### config.mk
export PLATFORM = sky130hd
export DESIGN_NAME = ucd_fifo
export DESIGN_NICKNAME = d
export VERILOG_FILES = /design/src/rtl/core/ucd_pkg.sv /design/src/rtl/core/ucd_fifo.sv
export SDC_FILE = /design/constraint.sdc
export NUM_CORES = 1
export LEC_CHECK = 0
export BUFFER_PORTS_ARGS = -buffer_cell sky130_fd_sc_hd__buf_2
export CAP_MARGIN = 20
export CELL_PAD_IN_SITES_DETAIL_PLACEMENT = 1
export CELL_PAD_IN_SITES_GLOBAL_PLACEMENT = 2
export CORE_ASPECT_RATIO = 0.75
export CORE_MARGIN = 2
export CORE_UTILIZATION = 37
export CTS_CLUSTER_SIZE = 12
export DETAILED_ROUTE_END_ITERATION = 16
export PLACE_DENSITY_LB_ADDON = 0.25
export SLEW_MARGIN = 20
export SYNTH_ARGS = -nofsm -noshare
export SYNTH_HDL_FRONTEND = slang
export SYNTH_SLANG_ARGS = --single-unit
### constraint.sdc
create_clock -name clk -period 2.8 [get_ports clk]
set_clock_uncertainty 0.15 [all_clocks]
set_input_delay 0.28 -clock clk [delete_from_list [all_inputs] [get_ports clk]]
set_output_delay 0.28 -clock clk [all_outputs]
set_load 0.02 [all_outputs]
### src/rtl/core/ucd_pkg.sv
package ucd_pkg;

  localparam int DEDUP_DEPTH_DEF = 256;
  localparam int HASH_W          = 32;
  localparam int CNT_W           = 32;
  localparam int ACT_W           = 2;
  localparam int ST_W            = 2;

  // command queue between front and back, power of two
  localparam int Q_DEPTH = 2;
  localparam int Q_AW    = 1;

  // config port
  localparam int                 PADDR_W        = 3;
  localparam logic               REG_THRESHOLD  = 1'b0;
  localparam logic [CNT_W-1:0]   THRESHOLD_RST  = 32'd1000;

  typedef enum logic [ACT_W-1:0] {
    ACT_RISE  = 2'd0,
    ACT_DONE  = 2'd1,
    ACT_RESET = 2'd2,
    ACT_BAD   = 2'd3
  } action_t;

  typedef enum logic [ST_W-1:0] {
    ST_APPLIED = 2'd0,
    ST_DUP     = 2'd1,
    ST_ERROR   = 2'd2,
    ST_RSVD    = 2'd3
  } status_t;

  typedef struct packed {
    action_t           action;
    logic [HASH_W-1:0] hash;
    logic              store_ok;
  } cmd_t;

  typedef enum logic [2:0] {
    S_IDLE  = 3'b001,
    S_SCAN  = 3'b010,
    S_APPLY = 3'b100
  } bstate_t;

endpackage

### src/rtl/core/ucd_fifo.sv
module ucd_fifo
  import ucd_pkg::*;
(
  input  logic clk,
  input  logic rst_n,
  input  logic push,
  input  cmd_t push_cmd,
  output logic full,
  input  logic pop,
  output cmd_t pop_cmd,
  output logic empty
);

  cmd_t             buf_r [Q_DEPTH];
  logic [Q_AW-1:0]  wr_ptr_r;
  logic [Q_AW-1:0]  rd_ptr_r;
  logic [Q_AW:0]    cnt_r;

  assign full    = (cnt_r == (Q_AW+1)'(Q_DEPTH));
  assign empty   = (cnt_r == '0);
  assign pop_cmd = buf_r[rd_ptr_r];

  always_ff @(posedge clk) begin
    if (!rst_n) begin
      wr_ptr_r <= '0;
      rd_ptr_r <= '0;
      cnt_r    <= '0;
    end else begin
      if (push) begin
        wr_ptr_r <= wr_ptr_r + 1'b1;
      end
      if (pop) begin
        rd_ptr_r <= rd_ptr_r + 1'b1;
      end
      if (push && !pop) begin
        cnt_r <= cnt_r + 1'b1;
      end else if (pop && !push) begin
        cnt_r <= cnt_r - 1'b1;
      end
    end
  end

  always_ff @(posedge clk) begin
    if (push) begin
      buf_r[wr_ptr_r] <= push_cmd;
    end
  end

endmodule

Yosys cells after proc, flatten, opt, wreduce, memory -nomap -nowiden

Memories as Yosys holds them, arrays and structs flattened. A register that Yosys moved wholly into a read port is not among the register bits.
Cells that the tools add are included.

Flip-flop bits (word level): 4
Bits in latches: 0
RAM bits: 70
Memory bits (read-only): 0
Input port bits: 39
Output and inout bits: 37
Word-level logic and storage cells: 21
Memories kept: 1

Memories:

| memory | depth | bits a word | rd ports | clocked after Yosys merged registers in | wr ports | RTL line       | RTL |
|---|---|---|---|---|---|---|---|
| buf_r  | 2     | 35          | 1        | 1                                       | 1        | ucd_fifo.sv:14 | `cmd_t buf_r [Q_DEPTH];` |

$add $sub $neg: 4
$mul: 0
Divide/modulo/power cells: 0
Order comparisons: 0
Eq/ne operators: 1
Shift-type cells: 0
Mux-type cells: 6
Bitwise gates (word level): 0
Reductions and logical operators: 6

Operators with widths:

| operator                                         | number |
|---|---|
| 2-to-1 mux 1 bit                                 | 4 |
| 2-to-1 mux 2 bit                                 | 2 |
| adder 1 bit, second input constant               | 2 |
| adder 2 x 1 -> 2 bit, second input constant      | 1 |
| == test 2 bit, second input constant             | 1 |
| logical AND 1 bit                                | 2 |
| zero test 1 bit                                  | 2 |
| zero test 2 bit                                  | 1 |
| nonzero test 2 bit                               | 1 |
| subtractor 2 x 1 -> 2 bit, second input constant | 1 |

Longest topological paths before layout

Word-level depth: 4
Depth in mapped cells: 5

Least setup slack after synthesis

OpenSTA, ideal clock, no wires.

Path kind: register to register
From: register wr_ptr_r
To: memory buf_r[0][0] (netlist name) (enable)
Setup time: 0.433 ns
Data arrival time: 1.907 ns
Path slack: 0.310 ns
Cell stages (with the launch flop): 2
Clock period less this slack: 2.490 ns
Cell sequence: dfxtp_1 > nor2b_1

RTL lines:

| item                   | RTL line       | RTL |
|---|---|---|
| start, declared        | ucd_fifo.sv:15 | `logic [Q_AW-1:0] wr_ptr_r;` |
| start signal, assigned | ucd_fifo.sv:30 | `wr_ptr_r <= wr_ptr_r + 1'b1;` |
| end, declared          | ucd_fifo.sv:14 |  |

No word-level cell before the write port.

==> results.txt <==
Status - complete, no violations
Worst VDD drop - 339.4 µV
CP peak stage delay - 0.39 ns
Die X - 103.4 µm
Routed wire length - 5.517 mm
Top FF cell, synth - edfxtp_1
CTS tree - yes
H-tree depth - 3
Leading post-synthesis cells by cell area - edfxtp_1 77%, mux2_2 14%, dfxtp_1 3.6%
Final worst path period share - 0.6887
Clock sink count - 75
RSZ-0062 raised after global routing - false
Critical Path End Type - output pin
Post-synth top area share - 0.7664
Layout cells sized above 1 - 0.5078
Sw Ratio - 0.2109
Via density - 4.395
Hold path startpoint - rst_n
Port Buf Inserts - 75
Power share of the clock group - 0.387
Routability-driven placement congestion ratio - 0.7609
CTS Buf Count - 9
Syn Inst Count - 131
R2r startpoint - wr_ptr_r
Mapped Nets - 171
P per Cell Area - 701.4 nW/µm²
Final global-route overflow total - 0
Clock transition at path regs - 0.07 ns
Combinational power share - 0.128
Final Slew Violations - 0
CORE AREA - 7263 µm²
Pwr Total - 2704 µW
Worst hold path class - primary input to register
Clock root buffer - clkbuf_8
FF+latch count, synth - 75
First-pass GRT wire length - 8.687 mm
Initial antenna violation count - 0
Area grow syn2layout - 40.56%
FMAX - 0.5186 GHz
Layout Cells excl Fill - 357
DIE AREA - 8124 µm²
GRT Util Overall - 0.1491
Clk_lat worst skew - 0.34 ns
Reg power frac - 0.485
Crit path time final - 1.928 ns
Least-Margin Pin Slew - 0.8716 ns
Area leader, netlist - edfxtp_1
Post-CTS Setup Bufs - 0
Largest net degree at the start of global routing - 36
Row Count - 27
Critical-path top delay cell - mux2_2
Placed Cells - 306
CP Cell Sequence - buf_4 > mux2_2 > buf_2
Critical Setup Path Class - register to output pin
Synth unique cells - 17
Power Internal - 2134 µW
Final setup vio count - 0
Final hold violation count - 0
Async SR Flop Fraction - 0
First DRT Iteration DRCs - 29
Hold_ws - 0.04955 ns
Critical path fanouts, max - 18
Setup TNS - 0 ns
IO Count - 76
Fin nets - 291
Net switching power figure - 570.1 µW
Post-synth EDFFs - 70
Worst EP arrival - 1.50 ns
Vert. Die Dim - 78.56 µm
Type of origin of the critical path - register
Drt pass-1 iters - 4
Cell area after synthesis - 2743 µm²
WL/cell - 15.45 µm
Vias in the first global route - 1744
Register area share after synthesis - 0.8029
Vias - 1569
Max cap viols - 0
Initial Util - 0.3776
Clock buffer depth - 2
Static Leak - 0.001477 µW
DP HPWL - 3.547 mm
CP required - 2.37 ns
Final ANT Viol Nets - 0
Ant. Diodes - 0
Mean Syn Cell Area - 20.94 µm²
Drt drc - 0
Max transition margin - 0.4190
Warnings from Yosys - 0
## path summary, 6_finish.rpt
kind         depth (start not counted)  slack, ns           to
max                                  3       0.87  pop_cmd[27]
min                                  2       0.05     wr_ptr_r
min reg2reg                          2       0.36     cnt_r[1]
max reg2reg                          2       1.09  buf_r[0][2]
## power by group through the flow
stage          Combinational, µW  Clock, µW  Sequential [µW]
6_report                     346       1050             1310
3_5_place_dp                 312          0             1340
3_3_place_gp                 305          0             1330
5_1_grt                      373       1120             1320
2_1_floorplan                199          0             1330
4_1_cts                      352       1070             1310
## final cells by class
type,instances,area (µm²)
fill,701,3408
inverter,1,3.754
sequential,75,2202
clock inverter,5,125.1
timing repair buffer,113,748.2
tap,101,126.4
clock buffer,11,131.4
multi-input combinational,51,518.0
## cells in the final DEF, fill, tap and decap left out, types with 2 or more instances in the layout
cell,instances
dlygate4sd3_1,35
dfxtp_1,5
mux2_2,35
clkbuf_1,2
clkbuf_8,9
xor2_1,2
and2_1,3
edfxtp_1,70
buf_4,3
buf_2,75
bufinv_16,4
## flip-flops by register name (all words and copies together) (netlist names), named ones only
signal / cells
buf_r: 70
cnt_r: 2
rd_ptr_r: 1
wr_ptr_r: 1
## cell families after synthesis
logic type / share of synthesized area
adder cells (fa/ha/maj): 0.004561
buffers and inverters: 0.01140
AND/OR/NAND/NOR: 0.02053
AO/OA/AOI/OAI: 0.007300
flip-flops: 0.8029
multiplexers: 0.1437
XOR/XNOR: 0.009582
## layer usage
metal | share of wire | wire (µm) | GRT usage | up-vias
li1 | - | - | - | 745
met1 | 0.43 | 2384 | 0.1766 | 761
met2 | 0.49 | 2728 | 0.2452 | 57
met3 | 0.063 | 350 | 0.06500 | 6
met4 | 0.0098 | 54 | 0.04342 | 0
met5 | 0 | 0 | 0 | -
## synth_stat cells, drive strengths merged (2+ instances only)
master	instances
xor2	2
dfxtp	5
nor2b	2
and2	4
mux2	35
edfxtp	70
buf	4
## worst max-delay path: cells and delay by family (launching register included)
kind	cells	cell delay [ns]
flops	1	0.33
mux	1	0.39
buf+inv	2	0.43
## timing repair
item,in CTS,in global routing
resized for setup,0,0
endpoints found under the hold margin,70,0
hold buffers,35,0
## through the flow
step / util / instance area, µm² / setup slack, ns
2_1_floorplan: - / 2743 / 0.3101
3_3_place_gp: 0.4472 / 3248 / 1.018
3_5_place_dp: 0.4472 / 3248 / 0.9659
4_1_cts: 0.5307 / 3855 / 0.8504
5_1_grt: 0.5307 / 3855 / 0.8071
6_report: 0.5307 / 3855 / 0.8717
No activity file was read; power rests on OpenSTA's default activity.
