$ cat config.mk
export PLATFORM = sky130hd
export DESIGN_NAME = ucd_front
export DESIGN_NICKNAME = d
export VERILOG_FILES = /design/src/rtl/core/ucd_pkg.sv /design/src/rtl/core/ucd_front.sv
export SDC_FILE = /design/constraint.sdc
export NUM_CORES = 1
export LEC_CHECK = 0
export BUFFER_PORTS_ARGS = -buffer_cell sky130_fd_sc_hd__buf_2
export CORE_MARGIN = 4
export CORE_UTILIZATION = 25
export DETAILED_ROUTE_END_ITERATION = 12
export PLACE_DENSITY = 0.84
export SYNTH_ARGS = -nofsm -noshare
export SYNTH_HDL_FRONTEND = slang
export SYNTH_SLANG_ARGS = --single-unit
$ cat constraint.sdc
create_clock -name vclk -period 1.4
set_clock_uncertainty 0.2 [all_clocks]
set_input_delay 0.21 -clock vclk [all_inputs]
set_output_delay 0.21 -clock vclk [all_outputs]
set_load 0.005 [all_outputs]
$ cat src/rtl/core/ucd_pkg.sv
package ucd_pkg;

  localparam int DEDUP_DEPTH_DEF = 256;
  localparam int HASH_W          = 32;
  localparam int CNT_W           = 32;
  localparam int ACT_W           = 2;
  localparam int ST_W            = 2;

  // command queue between front and back, power of two
  localparam int Q_DEPTH = 2;
  localparam int Q_AW    = 1;

  // config port
  localparam int                 PADDR_W        = 3;
  localparam logic               REG_THRESHOLD  = 1'b0;
  localparam logic [CNT_W-1:0]   THRESHOLD_RST  = 32'd1000;

  typedef enum logic [ACT_W-1:0] {
    ACT_RISE  = 2'd0,
    ACT_DONE  = 2'd1,
    ACT_RESET = 2'd2,
    ACT_BAD   = 2'd3
  } action_t;

  typedef enum logic [ST_W-1:0] {
    ST_APPLIED = 2'd0,
    ST_DUP     = 2'd1,
    ST_ERROR   = 2'd2,
    ST_RSVD    = 2'd3
  } status_t;

  typedef struct packed {
    action_t           action;
    logic [HASH_W-1:0] hash;
    logic              store_ok;
  } cmd_t;

  typedef enum logic [2:0] {
    S_IDLE  = 3'b001,
    S_SCAN  = 3'b010,
    S_APPLY = 3'b100
  } bstate_t;

endpackage

$ cat src/rtl/core/ucd_front.sv
module ucd_front
  import ucd_pkg::*;
(
  input  logic              in_valid,
  output logic              in_ready,
  input  logic [ACT_W-1:0]  in_action,
  input  logic [HASH_W-1:0] in_command_hash,
  input  logic              in_store_ok,
  input  logic              q_full,
  output logic              q_push,
  output cmd_t              q_cmd
);

  logic missing_id;

  assign in_ready   = !q_full;
  assign q_push     = in_valid && !q_full;
  assign missing_id = (in_command_hash == '0);

  // done/reset without an id and unknown codes collapse to one error class
  always_comb begin
    q_cmd.hash     = in_command_hash;
    q_cmd.store_ok = in_store_ok;
    case (in_action)
      ACT_RISE:  q_cmd.action = ACT_RISE;
      ACT_DONE:  q_cmd.action = missing_id ? ACT_BAD : ACT_DONE;
      ACT_RESET: q_cmd.action = missing_id ? ACT_BAD : ACT_RESET;
      default:   q_cmd.action = ACT_BAD;
    endcase
  end

endmodule

=== Word-level counts from Yosys, hierarchy flattened ===
Index checks and enable logic that the tools add are counted.

* Flip-flop bits (word level): 0
* Input port bits: 37
* Output and inout port bits: 37

* Eq/ne operators: 2
* Mux-type cells: 3
* Reductions and logical operators: 4

{| class="wikitable"
|+ Operators by type and width
! kind !! number
|-
| $logic_not 32->1 || 1
|-
| $pmux 2 s3 || 1
|-
| $eq 2x1->1 const B || 1
|-
| $eq 2x2->1 const B || 1
|-
| $logic_not 2->1 || 1
|-
| $mux 2 || 1
|-
| $logic_and 1x1->1 || 1
|-
| $logic_not 1->1 || 1
|-
| $mux 1 || 1
|}

=== Logic depth before layout (Yosys ltp) ===
Gate-level depths: netlist of run 1.

* Word-level depth: 3
* Depth in mapped cells: 3

=== Worst setup path after synthesis of run 1 ===
Ideal clock, no wire load.

* Path kind: input to output
* Start: input port in_command_hash[18]
* End: output port q_cmd[33] in the netlist's numbering
* Arrival: 0.870 ns
* Setup slack: 0.120 ns
* Stages on the path: 3
* Path buffers: 0
* Cell sequence: nor4_1 > nand4_1 > o31ai_1

{| class="wikitable"
|+ RTL lines
! element !! line !! RTL
|-
| start: declaration || ucd_front.sv:7 || <nowiki>input logic [HASH_W-1:0] in_command_hash,</nowiki>
|-
| end: declaration || ucd_front.sv:11 || <nowiki>output cmd_t q_cmd</nowiki>
|}

==> flow_metrics.py, run 1 <==
metrics = {
    "die": {
        "core_area_sq_um": 1300,
        "initial_core_util_pct": 26.8,
        "die_w_um": 45.4,
        "die_area_sq_um": 2060,
        "num_rows": 13,
        "die_h_um": 45.4,
        "ioPinCount": 74,
    },
    "cells_and_area": {
        "clkbuf_count": 0,
        "regArea_sq_um": 0,
        "seq_cells": 0,
        "diodes": 0,
        "nets": 127,
        "area_growth_pct": 77.1,
        "drive_gt1_share_pct": 90.9,
    },
    "sta": {
        "rsz0062_at_grt": "yes",
        "hold_viol_final": 0,
        "holdWs_ps": 220,
        "relSlewSlack_pct": 86.3,
        "worst_slack_ps": -115,
        "worst_pin_slew_ps": 204,
        "setup_viol_count_final": 2,
        "fin_crit_ps": 1510,
        "maxSlewViolCount": 0,
        "fin_tns_setup_ps": -220,
        "timing.final.crit_share_pct": 108,
        "max_freq_mhz": 660,
    },
    "synth": {
        "syn-num-nets": 86,
        "synth.area.top_cells": "buf_4 71%, nor4_1 13%, o31ai_1 4.3%",
        "yosys.area.top_type": "buf_4",
        "yosys.area.top_type_share_pct": 71.0,
        "yosysWarnings": 0,
        "synthCells": 49,
        "ys_seq_area_share_pct": 0,
        "synth.distinct_cells": 7,
        "yosysMostFrequentCell": "buf_4",
        "synth.cells.most_frequent": "33 x buf_4, 7 x nor4_1, 3 x inv_1",
        "syn-cell-area_sq_um": 349,
        "avgSynthCellArea_sq_um": 7.12,
    },
    "drt": {
        "wl_per_cell_um": 12.0,
        "vias": 451,
        "drcViolationCount": 0,
        "drt_iter0_drc": 0,
        "post_drt_via_cell_ratio": 4.38,
        "ant_nets": 0,
        "dr.pass1.iters": 1,
        "routed_wl_um": 1240,
    },
    "global_routing": {
        "grt_max_degree": 3,
        "overflow": 0,
        "grt_pass1_wl_um": 1780,
        "grt_antenna_before_repair": 0,
        "grt_pass1_vias": 458,
        "grt_usage_pct": 10.9,
    },
    "pwr": {
        "p_leak_nw": 0.337,
        "p_per_area_nw_per_um2": 272,
        "ir_drop_mv": 0.134,
        "p_total_mw": 0.168,
    },
    "critical_path": {
        "critPathMaxFanout": 2,
        "crit_required_ps": 990,
        "worstPathArrival_ps": 1100,
        "cp-end-kind": "primary output",
        "start_kind": "primary input",
        "endpoint": "q_cmd[33]",
        "cp-startpoint": "in_command_hash[26]",
        "path_class": "primary input to primary output",
    },
    "status": {
        "violations": "negative setup slack",
        "outcome": "finished, violations left",
    },
    "place": {
        "dp.final_hpwl_um": 1100,
        "gp_congestion": 0.734,
        "numPortBuffers": 72,
    },
    "run": {
        "timing.max_cap.violations": 0,
    },
    "worst_hold_path": {
        "hold_class": "primary input to primary output",
    },
    "clocking": {
        "cts_hold_buf": 0,
    },
}
-- through the flow --
stage | util, % | cell area [sq um] | instances | setup WS [ps]
after global routing | 47.5 | 618 | 103 | -205
after CTS | 46.3 | 603 | 103 | -132
final | 47.5 | 618 | 103 | -115
after floorplan | - | 349 | 49 | 120
after detailed placement | 36.9 | 480 | 103 | -192
after global placement | 36.9 | 480 | 103 | -173
-- power breakdown --
group | internal, mW | switching [mW] | total, mW
clock network | 0 | 0 | 0
registers | 0 | 0 | 0
logic | 0.0955 | 0.0727 | 0.168
total | 0.0955 | 0.0727 | 0.168
-- timing repair --
action                                  CTS  global route
hold endpoints to repair                  0             0
resized for setup                        18             3
cloned                                    0             0
endpoints found under the setup margin    2             2
pin swaps                                 8             2
setup buffers                             0             0
-- routing by layer --
layer  track usage [%]  vias to the layer above  share of wire (%)
met2              24.6                       44                 58
met1              10.1                      192                 26
li1                  -                      215                  -
met3              1.99                        0                 16
met4                 0                        0                  0
met5                 0                        -                  0
-- cells in the final DEF (no fill, tap or decap) --
cell type	instances
nand4_1	2
nor4_4	5
nor4_2	3
buf_2	64
o31ai_1	2
inv_1	3
buf_6	8
nor2b_1	1
-- worst max-delay path, cell delays in order --
cell	delay [ps]
buf_2	110
nor4_2	250
nand4_1	150
o31ai_1	240
buf_2	150
-- kinds of logic after synthesis --
kind of cell	Yosys count	synth area share (%)
compound gates	2	4.30
buf+inv	36	74.2
simple gates	11	21.5
-- how the worst min path moves through the flow --
stage | slack, ps | end | from | depth (start not counted)
after floorplan | 250 | in_ready | q_full | 1
after global placement | 220 | q_cmd[0] | in_store_ok | 0
after detailed placement | 220 | q_cmd[0] | in_store_ok | 0
after CTS | 220 | q_cmd[0] | in_store_ok | 0
after global routing | 220 | q_cmd[0] | in_store_ok | 0
final | 220 | q_cmd[0] | in_store_ok | 0
-- area by class of cell --
| type | instances | area (sq um) |
|---|---|---|
| timing repair buffer | 72 | 410 |
| fill | 132 | 683 |
| multi-input combinational | 13 | 178 |
| inverter | 3 | 11.3 |
| tap | 15 | 18.8 |
Power figures use the tool's default switching activity.
==> run 2: changes to the inputs <==
- MAX_ROUTING_LAYER: unset -> met4
==> run 2 against run 1 <==
The flow still finishes with violations (negative setup slack). First-iteration DRC count unchanged. Worst setup slack unchanged. Clock-buffer cell count unchanged. Core utilization unchanged. Die area unchanged. Final area unchanged. Critical endpoint unchanged.
==> flow_metrics.py, run 2 (same netlist as run 1, synthesis figures left out) <==
metrics = {
    "critical_path": {
        "cp-startpoint": "in_command_hash[26]",
        "cp-end-kind": "primary output",
        "crit_required_ps": 990,
        "path_class": "primary input to primary output",
        "worstPathArrival_ps": 1100,
        "critPathMaxFanout": 2,
        "start_kind": "primary input",
    },
    "worst_hold_path": {
        "hold_class": "primary input to primary output",
        "min_from": "in_store_ok",
    },
    "sta": {
        "worst_slack_ps": -115,
        "worst_pin_slew_ps": 204,
        "max_freq_mhz": 660,
        "timing.final.crit_share_pct": 108,
        "maxSlewViolCount": 0,
        "fin_crit_ps": 1510,
        "relSlewSlack_pct": 86.3,
        "holdWs_ps": 220,
        "rsz0062_at_grt": "yes",
        "hold_viol_final": 0,
        "setup_viol_count_final": 2,
    },
    "status": {
        "outcome": "finished, violations left",
        "violations": "negative setup slack",
    },
    "cells_and_area": {
        "drive_gt1_share_pct": 90.9,
        "design_area_sq_um": 618,
        "diodes": 0,
        "area_growth_pct": 77.1,
        "clkbuf_count": 0,
        "seq_cells": 0,
        "nets": 127,
        "final_util_pct": 47.5,
        "regArea_sq_um": 0,
        "final_cell_mix": "64 x buf_2, 8 x buf_6, 5 x nor4_4",
        "layout_commonest_cell": "buf_2",
    },
    "run": {
        "timing.max_cap.violations": 0,
    },
    "die": {
        "num_rows": 13,
        "die_area_sq_um": 2060,
        "die_h_um": 45.4,
        "die_w_um": 45.4,
        "ioPinCount": 74,
        "initial_core_util_pct": 26.8,
        "core_area_sq_um": 1300,
    },
    "global_routing": {
        "grt_pass1_wl_um": 1780,
        "grt_max_degree": 3,
        "grt_antenna_before_repair": 0,
        "overflow": 0,
        "grt_pass1_vias": 458,
        "grt_usage_pct": 11.2,
    },
    "place": {
        "numPortBuffers": 72,
        "placed_area_sq_um": 480,
        "dp.final_hpwl_um": 1100,
        "dp_slack_ps": -192,
        "gp_congestion": 0.743,
    },
    "drt": {
        "dr.pass1.iters": 1,
        "routed_wl_um": 1240,
        "vias": 451,
        "drcViolationCount": 0,
        "drt_iter0_drc": 0,
        "ant_nets": 0,
        "wl_per_cell_um": 12.0,
        "post_drt_via_cell_ratio": 4.38,
    },
    "pwr": {
        "p_leak_nw": 0.337,
        "ir_drop_mv": 0.134,
        "p_per_area_nw_per_um2": 272,
    },
    "clocking": {
        "cts_setup_buffers": 0,
    },
}
## run 2: worst paths after layout
kind | to | slack [ps] | cells after the start
min | q_cmd[0] | 220 | 0
max | q_cmd[33] | -110 | 5
## run 2: per-layer routing
metal / share of wire, % / GRT usage [%] / wire, um
met2: 58 / 24.6 / 719
met3: 15 / 1.20 / 190
met4: 0 / 0 / 0
met5: 0 / - / 0
met1: 27 / 10.6 / 330
## run 2: per-stage QoR
step	total power [mW]	std cells	TNS, ps
after floorplan	0.0869	49	0
after global placement	0.129	103	-343
after detailed placement	0.131	103	-381
after CTS	0.165	103	-249
after global routing	0.183	103	-393
final	0.168	103	-220
## run 2: report_power, final
group / switching, mW / internal (mW)
Clock: 0 / 0
Sequential: 0 / 0
Combinational: 0.0727 / 0.0955
Total: 0.0727 / 0.0955
## run 2: area by class of cell
cell class	count	area, sq um
Inverter	3	11.3
Fill cell	132	683
Timing Repair Buffer	72	410
Multi-Input combinational cell	13	178
Tap cell	15	18.8
## run 2: repair_timing
action,CTS,global route
pin swaps,8,2
hold buffers,0,0
endpoints found under the setup margin,2,2
gates resized for setup,18,3
## run 2: worst max-delay path, cell delays in order
cell	delay [ps]
buf_2	110
nor4_2	250
nand4_1	150
o31ai_1	240
buf_2	150
==> run 3: changes to the inputs <==
- CORE_ASPECT_RATIO: unset -> 0.9
- CORE_UTILIZATION: 25 -> 23
- PLACE_DENSITY: 0.84 -> 0.81
- SKIP_LAST_GASP: unset -> 1
- clock period: 1.4 -> 1.32 ns (I/O delays scaled with it)
==> run 3 against run 2 <==
The flow still finishes with violations (negative setup slack). Flip-flop and latch count did not move. Core utilization fell by 8.5 points. Power fell by 5.8%. Largest power group unchanged. Sequential share of layout area did not move.
==> flow_metrics.py, run 3 (same netlist as run 1, synthesis figures left out) <==
metrics = {
    "status": {
        "outcome": "finished, violations left",
        "violations": "negative setup slack",
    },
    "cells_and_area": {
        "num-fill-cells": 158,
        "area_growth_pct": 59.9,
        "layout_commonest_cell": "buf_2",
        "seq_cells": 0,
        "final_util_pct": 39.0,
        "drive_gt1_share_pct": 88.6,
        "nets": 127,
        "regArea_sq_um": 0,
        "final_cell_mix": "68 x buf_2, 4 x nor4_2, 3 x inv_1, 3 x buf_6",
        "diodes": 0,
        "clkbuf_count": 0,
        "finalNonFillerCells": 103,
    },
    "sta": {
        "relSlewSlack_pct": 84.7,
        "max_freq_mhz": 658,
        "rsz0062_at_grt": "yes",
        "fin_tns_setup_ps": -382,
        "worst_pin_slew_ps": 228,
        "setup_viol_count_final": 2,
        "maxSlewViolCount": 0,
        "timing.final.crit_share_pct": 115,
        "worst_slack_ps": -200,
        "hold_viol_final": 0,
        "fin_crit_ps": 1520,
    },
    "global_routing": {
        "top_usage_layer": "met2",
        "met3_usage_pct": 3.96,
        "grt_antenna_before_repair": 0,
        "grt_use_met1_pct": 9.13,
        "overflow": 0,
        "grt_pass1_wl_um": 1700,
        "grtUsageMet2_pct": 18.3,
        "grt_pass1_vias": 408,
        "grt_max_degree": 3,
        "grt_usage_pct": 9.33,
    },
    "worst_hold_path": {
        "min_from": "in_store_ok",
        "hold_class": "primary input to primary output",
    },
    "drt": {
        "dr.pass1.iters": 2,
        "ant_nets": 0,
        "drt_iter0_drc": 1,
        "post_drt_via_cell_ratio": 4.36,
        "routed_wl_um": 1150,
        "drcViolationCount": 0,
        "vias": 449,
        "wl_per_cell_um": 11.2,
    },
    "critical_path": {
        "slowest_stage": "nor4_1",
        "cp_common_cell": "buf_2",
        "cp-end-kind": "primary output",
        "start_kind": "primary input",
        "crit_required_ps": 920,
        "cp-startpoint": "in_command_hash[26]",
        "crit_chain": "buf_2 -> nor4_1 -> nand4_1 -> o31ai_1 -> buf_2",
        "worstPathArrival_ps": 1120,
        "path_class": "primary input to primary output",
        "critPathMaxFanout": 2,
        "cp_slowest_stage_delay_ps": 260,
    },
    "die": {
        "die_w_um": 49.1,
        "die_h_um": 45.0,
        "core_area_sq_um": 1430,
        "initial_core_util_pct": 24.4,
        "die_area_sq_um": 2210,
        "ioPinCount": 74,
        "num_rows": 13,
    },
    "run": {
        "timing.max_cap.violations": 0,
    },
    "place": {
        "gp_congestion": 0.609,
        "numPortBuffers": 72,
        "dp.cells": 103,
    },
    "pwr": {
        "p_int_mw": 0.0919,
        "ir_drop_mv": 0.104,
        "p_sw_mw": 0.0665,
        "power_frac_seq_pct": 0,
        "p_clk_share_pct": 0,
        "p_per_area_nw_per_um2": 284,
        "p_total_mw": 0.158,
        "switching_share_pct": 42.0,
        "pwr-share-comb_pct": 100.0,
        "p_leak_nw": 0.324,
    },
    "clocking": {
        "cts_setup_buffers": 0,
    },
}
## run 3: power by group through the flow
stage,Combinational [mW],Sequential (mW),Clock (mW)
finish,0.158,0,0
global route,0.176,0,0
CTS,0.155,0,0
detailed placement,0.138,0,0
global placement,0.136,0,0
floorplan,0.0921,0,0
## run 3: path summary, 6_finish.rpt
path,cells after the start,to,slack (ps)
setup / recovery,5,q_cmd[34],-200
hold / removal,0,q_cmd[0],200
## run 3: layout make-up
cell class / instances / area, sq um / area share (%)
Inverter: 3 / 11.3 / 2.02
Multi-Input combinational cell: 13 / 139 / 24.9
Tap cell: 15 / 18.8 / 3.36
Timing Repair Buffer: 72 / 389 / 69.7
## run 3: per-layer routing
layer	part of all wire, %	vias to the layer above
met5	0	-
met4	0	0
met3	21	0
met2	50	50
met1	29	182
li1	-	217
## run 3: critical path: cells and delay by family
| family | cells | cell delay, ps |
|---|---|---|
| buffers and inverters | 2 | 250 |
| AND/OR/NAND/NOR | 2 | 420 |
| AO/OA/AOI/OAI | 1 | 250 |
## run 3: per-stage QoR
| step | instance area [sq um] | setup WS [ps] | hold WS (ps) |
|---|---|---|---|
| floorplan | 349 | 63.9 | 223 |
| global placement | 480 | -272 | 196 |
| detailed placement | 480 | -297 | 196 |
| CTS | 536 | -221 | 196 |
| global route | 558 | -300 | 196 |
| finish | 558 | -200 | 196 |
## run 3: timing repair
item,4_1_cts,5_1_grt
resized for setup,8,6
endpoints found under the hold margin,0,0
gates cloned,0,0
endpoints found under the setup margin,2,2
pin swaps,5,4
hold buffers,0,0
